### src/hdl/lzwbe_pkg.sv
// ----------------------------------------------------------------------------
// lzwbe_pkg
// Shared constants and controller/datapath interface types for the LZW
// byte encoder.
// ----------------------------------------------------------------------------
package lzwbe_pkg;

    // Dictionary size; codes stop at the smaller of this and 4096.
    localparam int DICT_SIZE = 4096;

    localparam int CODE_W = 12;
    localparam int BYTE_W = 8;
    localparam int KEY_W  = CODE_W + BYTE_W;
    localparam int NFC_W  = 13;
    localparam int FWID_W = 4;

    localparam logic [NFC_W-1:0] FIRST_CODE = 13'd256;
    localparam logic [NFC_W-1:0] CODE_CAP   =
        (DICT_SIZE < 4096) ? NFC_W'(DICT_SIZE) : 13'd4096;

    // Open-addressed hash table of (prefix, byte) -> code.
    localparam int SLOT_AW = 13;
    localparam int SLOTS   = 1 << SLOT_AW;

    // Epoch tags mark which slots belong to the current stream. Tag zero is
    // the cleared value and never matches a live epoch.
    localparam int EPOCH_W = 4;
    localparam logic [EPOCH_W-1:0] EPOCH_FIRST = EPOCH_W'(1);
    localparam logic [EPOCH_W-1:0] EPOCH_MAX   = {EPOCH_W{1'b1}};

    typedef struct packed {
        logic [EPOCH_W-1:0] tag;
        logic [KEY_W-1:0]   key;
        logic [CODE_W-1:0]  code;
    } lzwbe_slot_t;

    typedef struct packed {
        logic load_item;     // latch the accepted byte and its hash index
        logic start_prefix;  // first byte of a stream becomes the prefix
        logic take_hit;      // prefix takes the matched slot's code
        logic step_index;    // probe the next slot
        logic emit_miss;     // emit prefix, learn the pair if codes remain, restart from byte
        logic emit_last;     // emit final code and restart the dictionary
        logic clear_write;   // clearing pass writes one slot
    } lzwbe_cmd_t;

    typedef struct packed {
        logic prefix_valid;
        logic slot_empty;
        logic slot_hit;
        logic out_free;
        logic eos;
        logic epoch_wrap;
        logic clear_done;
    } lzwbe_status_t;

endpackage

### src/hdl/lzwbe_ctrl.sv
// ----------------------------------------------------------------------------
// lzwbe_ctrl
// Sequencer of the LZW byte encoder: input handshake, probe loop, emission
// and the slot clearing pass.
// ----------------------------------------------------------------------------
module lzwbe_ctrl (
    input  logic                    clk,
    input  logic                    rst_n,
    input  logic                    byte_valid,
    input  logic                    end_of_stream,
    output logic                    byte_ready,
    input  lzwbe_pkg::lzwbe_status_t status,
    output lzwbe_pkg::lzwbe_cmd_t    cmd
);
    import lzwbe_pkg::*;

    typedef enum logic [2:0] {
        ST_CLEAR,
        ST_IDLE,
        ST_READ,
        ST_COMPARE,
        ST_MISS,
        ST_LAST
    } state_t;

    state_t state_reg;
    state_t state_next;

    always_ff @(posedge clk or negedge rst_n)
    begin
        if (!rst_n)
        begin
            state_reg <= ST_CLEAR;
        end
        else
        begin
            state_reg <= state_next;
        end
    end

    always_comb
    begin
        cmd        = '0;
        byte_ready = 1'b0;
        state_next = state_reg;
        unique case (state_reg)
            ST_CLEAR:
            begin
                cmd.clear_write = 1'b1;
                if (status.clear_done)
                begin
                    state_next = ST_IDLE;
                end
            end
            ST_IDLE:
            begin
                byte_ready = 1'b1;
                if (byte_valid)
                begin
                    cmd.load_item = 1'b1;
                    if (!status.prefix_valid)
                    begin
                        cmd.start_prefix = 1'b1;
                        state_next = end_of_stream ? ST_LAST : ST_IDLE;
                    end
                    else
                    begin
                        state_next = ST_READ;
                    end
                end
            end
            ST_READ:
            begin
                state_next = ST_COMPARE;
            end
            ST_COMPARE:
            begin
                priority if (status.slot_hit)
                begin
                    cmd.take_hit = 1'b1;
                    state_next = status.eos ? ST_LAST : ST_IDLE;
                end
                else if (status.slot_empty)
                begin
                    state_next = ST_MISS;
                end
                else
                begin
                    cmd.step_index = 1'b1;
                    state_next = ST_READ;
                end
            end
            ST_MISS:
            begin
                if (status.out_free)
                begin
                    cmd.emit_miss = 1'b1;
                    state_next = status.eos ? ST_LAST : ST_IDLE;
                end
            end
            ST_LAST:
            begin
                if (status.out_free)
                begin
                    cmd.emit_last = 1'b1;
                    state_next = status.epoch_wrap ? ST_CLEAR : ST_IDLE;
                end
            end
            default:
            begin
                state_next = ST_CLEAR;
            end
        endcase
    end

endmodule

### config.mk
export PLATFORM = sky130hd
export DESIGN_NAME = lzwbe_ctrl
export DESIGN_NICKNAME = d
export VERILOG_FILES = /design/src/hdl/lzwbe_pkg.sv /design/src/hdl/lzwbe_ctrl.sv
export SDC_FILE = /design/constraint.sdc
export NUM_CORES = 1
export LEC_CHECK = 0
export ABC_AREA = 1
export BUFFER_PORTS_ARGS = -buffer_cell sky130_fd_sc_hd__buf_2
export CORE_AREA = 8 8 45 47
export DETAILED_ROUTE_END_ITERATION = 8
export DIE_AREA = 0 0 53 55
export GPL_TIMING_DRIVEN = 0
export MAX_ROUTING_LAYER = met4
export PLACE_DENSITY_LB_ADDON = 0.12
export RECOVER_POWER = 50
export SLEW_MARGIN = 5
export SYNTH_ARGS = -nofsm -noshare
export SYNTH_HDL_FRONTEND = slang
export SYNTH_SLANG_ARGS = --single-unit
### constraint.sdc
create_clock -name clk -period 1.2 [get_ports clk]
set_input_delay 0.24 -clock clk [delete_from_list [all_inputs] [get_ports clk]]
set_output_delay 0.24 -clock clk [all_outputs]
set_load 0.005 [all_outputs]
==> flow_summary_export.csv, run 1 <==
group,metric,value,unit
synthesis,synth.top_cells.by_area,"dfrtp_1, nand2_1, inv_1, nand3_1, buf_6",
drt,viasPerCell,4.34,
pwr,p_total,1.46,mW
sta,hold_violations,0,
synthesis,synth_seq_area_share,0.195,
cts,numCtsBuffers,3,
sta,rsz0062_at_grt,"true",
sta,finalSetupTns,-1.44,ns
sta,relSlewSlack,0.872,
critical_path,critPathCaptureType,"output pin",
drt,dr.pass1.iters,4,
sta,setup_viol,9,
critical_path,cp.required,0.96,ns
cells_and_area,largest_reg_flops,3,
synthesis,ys_ff_latch,3,
cts,cts_root_buf,"clkbuf_4",
drt,wire_per_inst,10.9,um
critical_path,cpMaxStageDelayCell,"dfrtp_2",
die,ios,19,
placement,hpwl,773,um
cells_and_area,design_area,732,um2
drt,ant_nets,0,
sta,worst_pin_slew,0.190,ns
status,violations,"setup timing",
critical_path,reg2reg_setup_slack,-0.02,ns
cells_and_area,final_net_count,110,
cells_and_area,fin_util,0.529,
global_routing,grtUsageTotal,0.0912,
drt,first_iter_violations,9,
cts,h-tree-depth,1,
cts,clock_path_buffers,2,
die,rows,14,
critical_path,reg2reg_from,"state_reg[1]",
synthesis,synth_top_area_cell,"dfrtp_1",
critical_path,cp-start-kind,"register",
placement,portBuffers,18,
critical_path,path_cells,"inv_4 > nor2_8 > nand3_2 > nor2_1 > buf_2",
status,status,"finished with violations",
synthesis,syn-instance-count,60,
global_routing,antenna_found_initial,0,
worst_hold_path,hold-path-endpoint,"state_reg[1]",
cells_and_area,syn_to_final_growth,90.6,%
global_routing,overflow,0,
pwr,power.leakage,0.431,nW
synthesis,synth_warnings,0,
cells_and_area,diodes,0,
cts,clkSinkCount,3,
die,coreArea,1380,um2
synthesis,yosys.area.top_type_share,0.195,
cts,cts_tree,"yes",
synthesis,synth_area_per_cell,6.40,um2
cts,clkTransAtPathRegs,0.04,ns
sta,hold_ws,0.276,ns
sta,finClkSkew,0.00167,ns
placement,gp_congestion,0.794,
sta,layout_setup_ws,-0.210,ns
worst_hold_path,min_from,"status[6]",
worst_hold_path,hp-class,"primary input to register",
pwr,ir_drop,0.716,mV
worst_hold_path,holdPathStages,3,
placement,post_dp_cell_area,494,um2
critical_path,crit_fanout,5,
critical_path,cpPeakStageDelay,0.44,ns
critical_path,arrival,1.17,ns
cts,clkLatencyLatePin,0.23,ns
sta,period_share,1.18,
die,dieWidth,53,um
global_routing,grt_pass1_wl,1920,um
global_routing,grt_pass1_vias,505,
critical_path,timing.rr.end,"state_reg[0]",
synthesis,syn_area,384,um2
sta,final_max_slew_viol_count,0,
sta,fmax,0.709,GHz
run,cap_violations,0,
critical_path,worstSetupPathType,"register to output pin",
die,die_y,55,um
drt,drc,0,
cells_and_area,drive_gt1_frac,0.633,
synthesis,syn_nets,71,
synthesis,yosysUniqueCellTypes,16,
sta,min_period,1.41,ns
critical_path,reg2regPathDepth,9,
drt,vias,495,
die,start_util,0.278,
pwr,powerDensity,1990,nW/um2
die,die_area,2920,um2
global_routing,grt_max_degree,8,
drt,wirelength,1240,um
==> cells in the final DEF (no fill, tap or decap) <==
cell type      netlist  layout
a21oi_2              1       1
buf_16               0       1
buf_2                0      16
buf_4                0      12
buf_6                2       4
buf_8                0       1
clkbuf_1             0       2
clkbuf_4             0       3
dfrtp_1              3       2
dfrtp_2              0       1
dlygate4sd3_1        0       1
inv_1               11       9
inv_2                3       3
inv_4                0       2
nand2_1             17      14
nand2_2              1       4
nand3_1              6       4
nand3_2              2       4
nand3_4              1       1
nand4_2              1       1
nor2_1               5       4
nor2_2               3       2
nor2_4               0       2
nor2_8               1       1
nor4_2               0       2
o21ai_2              0       1
==> worst max path at each step <==
stage / start / to / slack [ns] / depth (start not counted)
finish: state_reg[0] / cmd[5] / -0.21 / 5
detailed placement: state_reg[0] / cmd[5] / -0.02 / 5
floorplan: state_reg[2] / cmd[1] / 0.11 / 3
global placement: state_reg[0] / cmd[5] / -0.04 / 5
CTS: state_reg[1] / cmd[2] / -0.20 / 3
global route: state_reg[0] / cmd[5] / -0.27 / 5
==> kinds of logic (layout without fill, tap and decap cells) <==
family | after synthesis | in the layout | share of synthesized area
AO/OA/AOI/OAI | 2 | 2 | 0.0358
flip-flops | 3 | 3 | 0.195
buffers and inverters | 16 | 54 | 0.195
AND/OR/NAND/NOR | 39 | 39 | 0.573
==> power by group <==
part	leakage, nW	internal, mW	switching (mW)
combinational	0.379	0.562	0.524
sequential	0.0373	0.143	0.0529
clock	0.0150	0.125	0.0518
total	0.431	0.830	0.629
==> repair_timing <==
item                       4_1_cts  5_1_grt
hold endpoints to repair         3        0
setup endpoints to repair        8       11
hold buffers                     1        0
pin swaps                        6        7
gates resized for setup         10       11
cloned                           1        0
buffers inserted                12        2
==> critical path, delay by kind of cell, from the launching register on <==
kind | cells | cell delay (ns)
flip-flops | 1 | 0.44
AND/OR/NAND/NOR | 3 | 0.30
buffers and inverters | 2 | 0.21
==> synthesized netlist by cell type <==
cell and number:
dfrtp_1 3, nor2_2 3, nand4_2 1, o21ai_1 1, nand3_4 1, nor2_1 5, a21oi_2 1, nand2_1 17
nand2_2 1, inv_1 11, inv_2 3, buf_6 2, nor2_8 1, nand3_1 6, nand3_2 2, nor4_1 2
==> metrics by stage <==
step	setup WS [ns]	instances
2_1_floorplan	0.111	60
6_report	-0.210	114
4_1_cts	-0.195	112
3_5_place_dp	-0.0219	94
3_3_place_gp	-0.0369	94
5_1_grt	-0.266	114
==> area by class of cell <==
class,instances,area (um2)
well taps,16,20.0
fillers,138,652
repair buffers,34,245
flip-flops and latches,3,76.3
multi-input cells,41,280
inverters,14,57.6
plain buffers,2,26.3
clock buffers,4,26.3
==> per-layer routing <==
metal | vias to the layer above | part of all wire | global-route usage
li1 | 260 | - | -
met1 | 221 | 0.41 | 0.0912
met2 | 12 | 0.55 | 0.168
met3 | 2 | 0.017 | 0.0107
met4 | 0 | 0.014 | 0.0517
met5 | - | 0 | -
No activity file was read; power rests on OpenSTA's default activity.
==> inputs of run 2 (changes only) <==
CTS_BUF_LIST = sky130_fd_sc_hd__clkbuf_4 sky130_fd_sc_hd__clkbuf_8   (was unset)
==> run 2 against run 1 <==
Effect of this change: the run still ends with setup timing left; utilization increased by 2.2 points; clock power increased by 12%; final cell count increased by 0.88%; setup slack improved by 0.0094 ns; clock skew decreased by 0.00082 ns; design area increased by 4.1%; non-clock buffer count increased by 1; die area unchanged; via count increased by 2.2%; hold slack improved by 0.028 ns; critical path depth unchanged.
==> flow_summary_export.csv, run 2 (synthesized netlist as in run 1, its figures left out) <==
group,metric,value,unit
drt,dr.pass1.iters,4,
global_routing,grt_max_degree,8,
sta,period_share,1.17,
cells_and_area,fin_util,0.551,
cells_and_area,instances_no_fill,115,
critical_path,reg2reg_setup_slack,-0.07,ns
pwr,ir_drop,0.778,mV
die,dieWidth,53,um
global_routing,antenna_found_initial,0,
placement,hpwl,773,um
cts,h-tree-depth,1,
critical_path,reg2regPathDepth,9,
die,coreArea,1380,um2
critical_path,crit_start,"state_reg[0]",
placement,placed_cells,94,
die,die_area,2920,um2
cells_and_area,drive_gt1_frac,0.646,
status,status,"finished with violations",
cts,numCtsBuffers,3,
cells_and_area,diodes,0,
cells_and_area,fillers,136,
drt,ant_nets,0,
cts,clkTransAtPathRegs,0.04,ns
cells_and_area,final_net_count,111,
critical_path,reg2reg_from,"state_reg[1]",
cells_and_area,design_area,762,um2
placement,gp_congestion,0.794,
cts,cts_root_buf,"clkbuf_4",
critical_path,worstSetupPathType,"register to output pin",
drt,viasPerCell,4.40,
sta,min_period,1.40,ns
die,die_y,55,um
die,ios,19,
sta,rsz0062_at_grt,"true",
cts,cts_tree,"yes",
sta,final_max_slew_viol_count,0,
drt,first_iter_violations,4,
global_routing,overflow,0,
drt,wire_per_inst,11.3,um
sta,finClkSkew,0.000850,ns
die,start_util,0.278,
cells_and_area,mostFrequentLayoutCell,"buf_2",
critical_path,endpoint,"cmd[5]",
pwr,power.leakage,0.439,nW
sta,relSlewSlack,0.872,
critical_path,cp.required,0.96,ns
cts,clkSinkCount,3,
global_routing,grt_pass1_vias,508,
sta,setup_viol,11,
die,rows,14,
cts,clock_path_buffers,2,
cells_and_area,multi_input_area,287,um2
drt,vias,506,
critical_path,cp-start-kind,"register",
sta,worst_pin_slew,0.190,ns
sta,finalSetupTns,-1.47,ns
status,violations,"setup timing",
drt,drc,0,
global_routing,grt_pass1_wl,1950,um
placement,portBuffers,18,
cells_and_area,final-seq-area,76.3,um2
run,cap_violations,0,
sta,layout_setup_ws,-0.201,ns
critical_path,timing.rr.end,"state_reg[0]",
sta,hold_violations,0,
worst_hold_path,hp-class,"primary input to register",
drt,wirelength,1300,um
cells_and_area,syn_to_final_growth,98.4,%
cts,clkLatencyLatePin,0.23,ns
critical_path,crit_fanout,5,
cells_and_area,largest_reg_flops,3,
pwr,powerDensity,2020,nW/um2
cells_and_area,final_cell_mix,"buf_2, nand2_1, inv_1, buf_4, buf_6",
critical_path,critPathCaptureType,"output pin",
sta,fmax,0.714,GHz
critical_path,arrival,1.16,ns
placement,post_dp_cell_area,494,um2
pwr,p_total,1.54,mW
global_routing,grtUsageTotal,0.0935,
==> run 2: changes by cell type in the layout (fill, tap and decap cells not counted), sizes merged <==
cell,change
buf,+1
==> run 2: metrics by stage <==
stage | hold slack [ns] | worst slack, ns
2_1_floorplan | -0.0556 | 0.111
3_3_place_gp | 0.0374 | -0.0369
3_5_place_dp | 0.0359 | -0.0219
4_1_cts | 0.278 | -0.195
5_1_grt | 0.305 | -0.281
6_report | 0.304 | -0.201
==> run 2: timing repair <==
| item | 4_1_cts | 5_1_grt |
|---|---|---|
| pin swaps | 6 | 11 |
| endpoints found under the setup margin | 8 | 11 |
| cloned | 1 | 0 |
| hold buffers | 1 | 0 |
| buffers inserted | 12 | 3 |
| endpoints found under the hold margin | 3 | 0 |
| gates resized for setup | 10 | 15 |
==> run 2: worst max-delay path: stages, from the launching register on <==
cell and delay, ns:
dfrtp_2 0.43, inv_4 0.09, nor2_8 0.13, nand3_2 0.08, nor2_1 0.09, buf_2 0.12
==> run 2: worst min-delay path by stage <==
| stage | startpoint | endpoint | slack (ns) | cells past startpoint |
|---|---|---|---|---|
| floorplan | rst_n | state_reg[0] | -0.06 | 0 |
| global placement | rst_n | state_reg[0] | 0.04 | 1 |
| detailed placement | rst_n | state_reg[0] | 0.04 | 1 |
| CTS | status[6] | state_reg[1] | 0.28 | 3 |
| global route | status[6] | state_reg[1] | 0.31 | 3 |
| finish | status[6] | state_reg[1] | 0.30 | 3 |
==> run 2: cell type report <==
class	count	area share
multi-input combinational	41	0.376
timing repair buffer	35	0.351
sequential	3	0.100
inverter	14	0.0722
clock buffer	4	0.0394
buffer	2	0.0345
tap	16	0.0263
==> run 2: report_power, final <==
group          total (mW)  switching, mW  internal (mW)
Combinational        1.15          0.550          0.598
Clock               0.197         0.0503          0.147
Sequential          0.193         0.0492          0.143
==> run 2: layer usage <==
layer / GRT usage / wire [um]
met5: - / 0
met3: 0.0187 / 31
met1: 0.0927 / 533
met2: 0.168 / 725
met4: 0.0517 / 13
==> inputs of run 3 (changes only) <==
--- a/config.mk
+++ b/config.mk
@@ -11,2 +11,3 @@
 export CTS_BUF_LIST = sky130_fd_sc_hd__clkbuf_4 sky130_fd_sc_hd__clkbuf_8
+export CTS_CLUSTER_DIAMETER = 120
 export DETAILED_ROUTE_END_ITERATION = 8
--- a/constraint.sdc
+++ b/constraint.sdc
@@ -3,2 +3,2 @@
 set_output_delay 0.24 -clock clk [all_outputs]
-set_load 0.005 [all_outputs]
+set_load 0.01 [all_outputs]
==> run 3 against run 2 <==
Effect of this change: the flow still finishes with violations (setup timing); setup slack worse by 0.015 ns; clock power barely moved; non-clock buffer count shrank 9; utilization decreased by 10 points; critical path depth shrank 2; die area is the same; clock skew rose by 0.0019 ns; highest routed layer unchanged; critical path type unchanged; global-route usage shrank 1.1 points; hold slack lost 0.021 ns.
==> flow_summary_export.csv, run 3 (synthesized netlist as in run 1, its figures left out) <==
group,metric,value,unit
die,coreArea,1380,um2
sta,hold_ws,0.283,ns
placement,hpwl,785,um
critical_path,crit_fanout,8,
drt,wirelength,1030,um
die,ios,19,
global_routing,antenna_found_initial,0,
critical_path,cp.required,0.96,ns
die,dieWidth,53,um
critical_path,worstSetupPathType,"register to output pin",
cells_and_area,mostFrequentLayoutCell,"nand2_1",
sta,min_period,1.42,ns
sta,finClkSkew,0.00279,ns
cts,clock_path_buffers,2,
global_routing,grt_max_degree,9,
drt,highest_layer,"met4",
sta,finalSetupTns,-1.41,ns
sta,period_share,1.18,
die,die_area,2920,um2
cells_and_area,drive_gt1_frac,0.511,
sta,layout_setup_ws,-0.216,ns
die,die_y,55,um
global_routing,grt_pass1_vias,477,
pwr,ir_drop,0.641,mV
placement,post-place-ws,-0.0193,ns
cells_and_area,final_cell_mix,"nand2_1, buf_2, inv_1",
cells_and_area,diodes,0,
global_routing,overflow,0,
sta,fmax,0.706,GHz
cells_and_area,syn_to_final_growth,61.6,%
sta,worst_pin_slew,0.189,ns
cts,numCtsBuffers,3,
cells_and_area,fin_util,0.448,
drt,dr.pass1.iters,4,
cts,h-tree-depth,1,
drt,vias,448,
die,start_util,0.278,
drt,wire_per_inst,9.74,um
pwr,powerDensity,2060,nW/um2
status,violations,"setup timing",
cells_and_area,largest_reg_flops,3,
placement,portBuffers,18,
critical_path,cp-start-kind,"register",
sta,hold_violations,0,
drt,viasPerCell,4.23,
cts,clkSinkCount,3,
sta,final_max_slew_viol_count,0,
sta,rsz0062_at_grt,"true",
critical_path,critPathCaptureType,"output pin",
drt,drc,0,
sta,relSlewSlack,0.873,
drt,wl_met3,25,um
global_routing,grt_pass1_wl,1810,um
critical_path,arrival,1.18,ns
drt,ant_nets,0,
cts,clkTransAtPathRegs,0.03,ns
die,rows,14,
global_routing,grtUsageTotal,0.0828,
status,status,"finished with violations",
cells_and_area,final_net_count,102,
cts,clkLatencyLatePin,0.23,ns
drt,first_iter_violations,2,
cts,cts_root_buf,"clkbuf_4",
placement,gp_congestion,0.807,
worst_hold_path,hp-class,"primary input to register",
drt,wl_met2,571,um
pwr,power.leakage,0.382,nW
run,cap_violations,0,
drt,wl_met1,424,um
sta,setup_viol,8,
cts,cts_tree,"yes",
-- run 3: repair_timing --
| item | 4_1_cts | 5_1_grt |
|---|---|---|
| endpoints found under the hold margin | 3 | 0 |
| resized for setup | 4 | 2 |
| endpoints found under the setup margin | 8 | 11 |
| setup buffers | 7 | 0 |
| hold buffers | 1 | 0 |
| pin swaps | 2 | 1 |
-- run 3: metrics by stage --
step	instance area [um2]	cells	power, mW
floorplan	390	60	0.704
global route	621	106	1.41
global placement	500	94	0.878
CTS	607	106	1.26
detailed placement	500	94	0.870
finish	621	106	1.28
-- run 3: power breakdown --
part           internal, mW  switching (mW)  total, mW
sequential            0.143          0.0449      0.188
clock                 0.147          0.0509      0.198
combinational         0.416           0.477      0.892
-- run 3: final cells by class --
type / instances / area, um2
buffer: 2 / 26.3
clock buffer: 4 / 30.0
sequential: 3 / 76.3
timing repair buffer: 26 / 158
inverter: 14 / 55.1
tap: 16 / 20.0
multi-input combinational: 41 / 255
fill: 155 / 763
-- run 3: critical path, cell delays in order (launching register included) --
cell and delay [ns]:
dfrtp_1 0.36, buf_6 0.15, nor4_4 0.26, buf_2 0.17
-- run 3: layer usage --
| layer | vias up | GRT usage |
|---|---|---|
| met5 | - | - |
| met4 | 0 | 0.0388 |
| met3 | 2 | 0.0134 |
| met2 | 12 | 0.150 |
| met1 | 191 | 0.0852 |
| li1 | 243 | - |
-- run 3: path summary, 6_finish.rpt --
| path | from | to | slack [ns] | cells after the start |
|---|---|---|---|---|
| min | status[6] | state_reg[1] | 0.28 | 3 |
| min reg2reg | state_reg[0] | state_reg[0] | 0.67 | 3 |
| max in group asynchronous | rst_n | state_reg[0] | 0.69 | 2 |
| min in group asynchronous | rst_n | state_reg[2] | 0.34 | 2 |
| max | state_reg[1] | cmd[1] | -0.22 | 3 |
| max reg2reg | state_reg[0] | state_reg[1] | 0.02 | 7 |
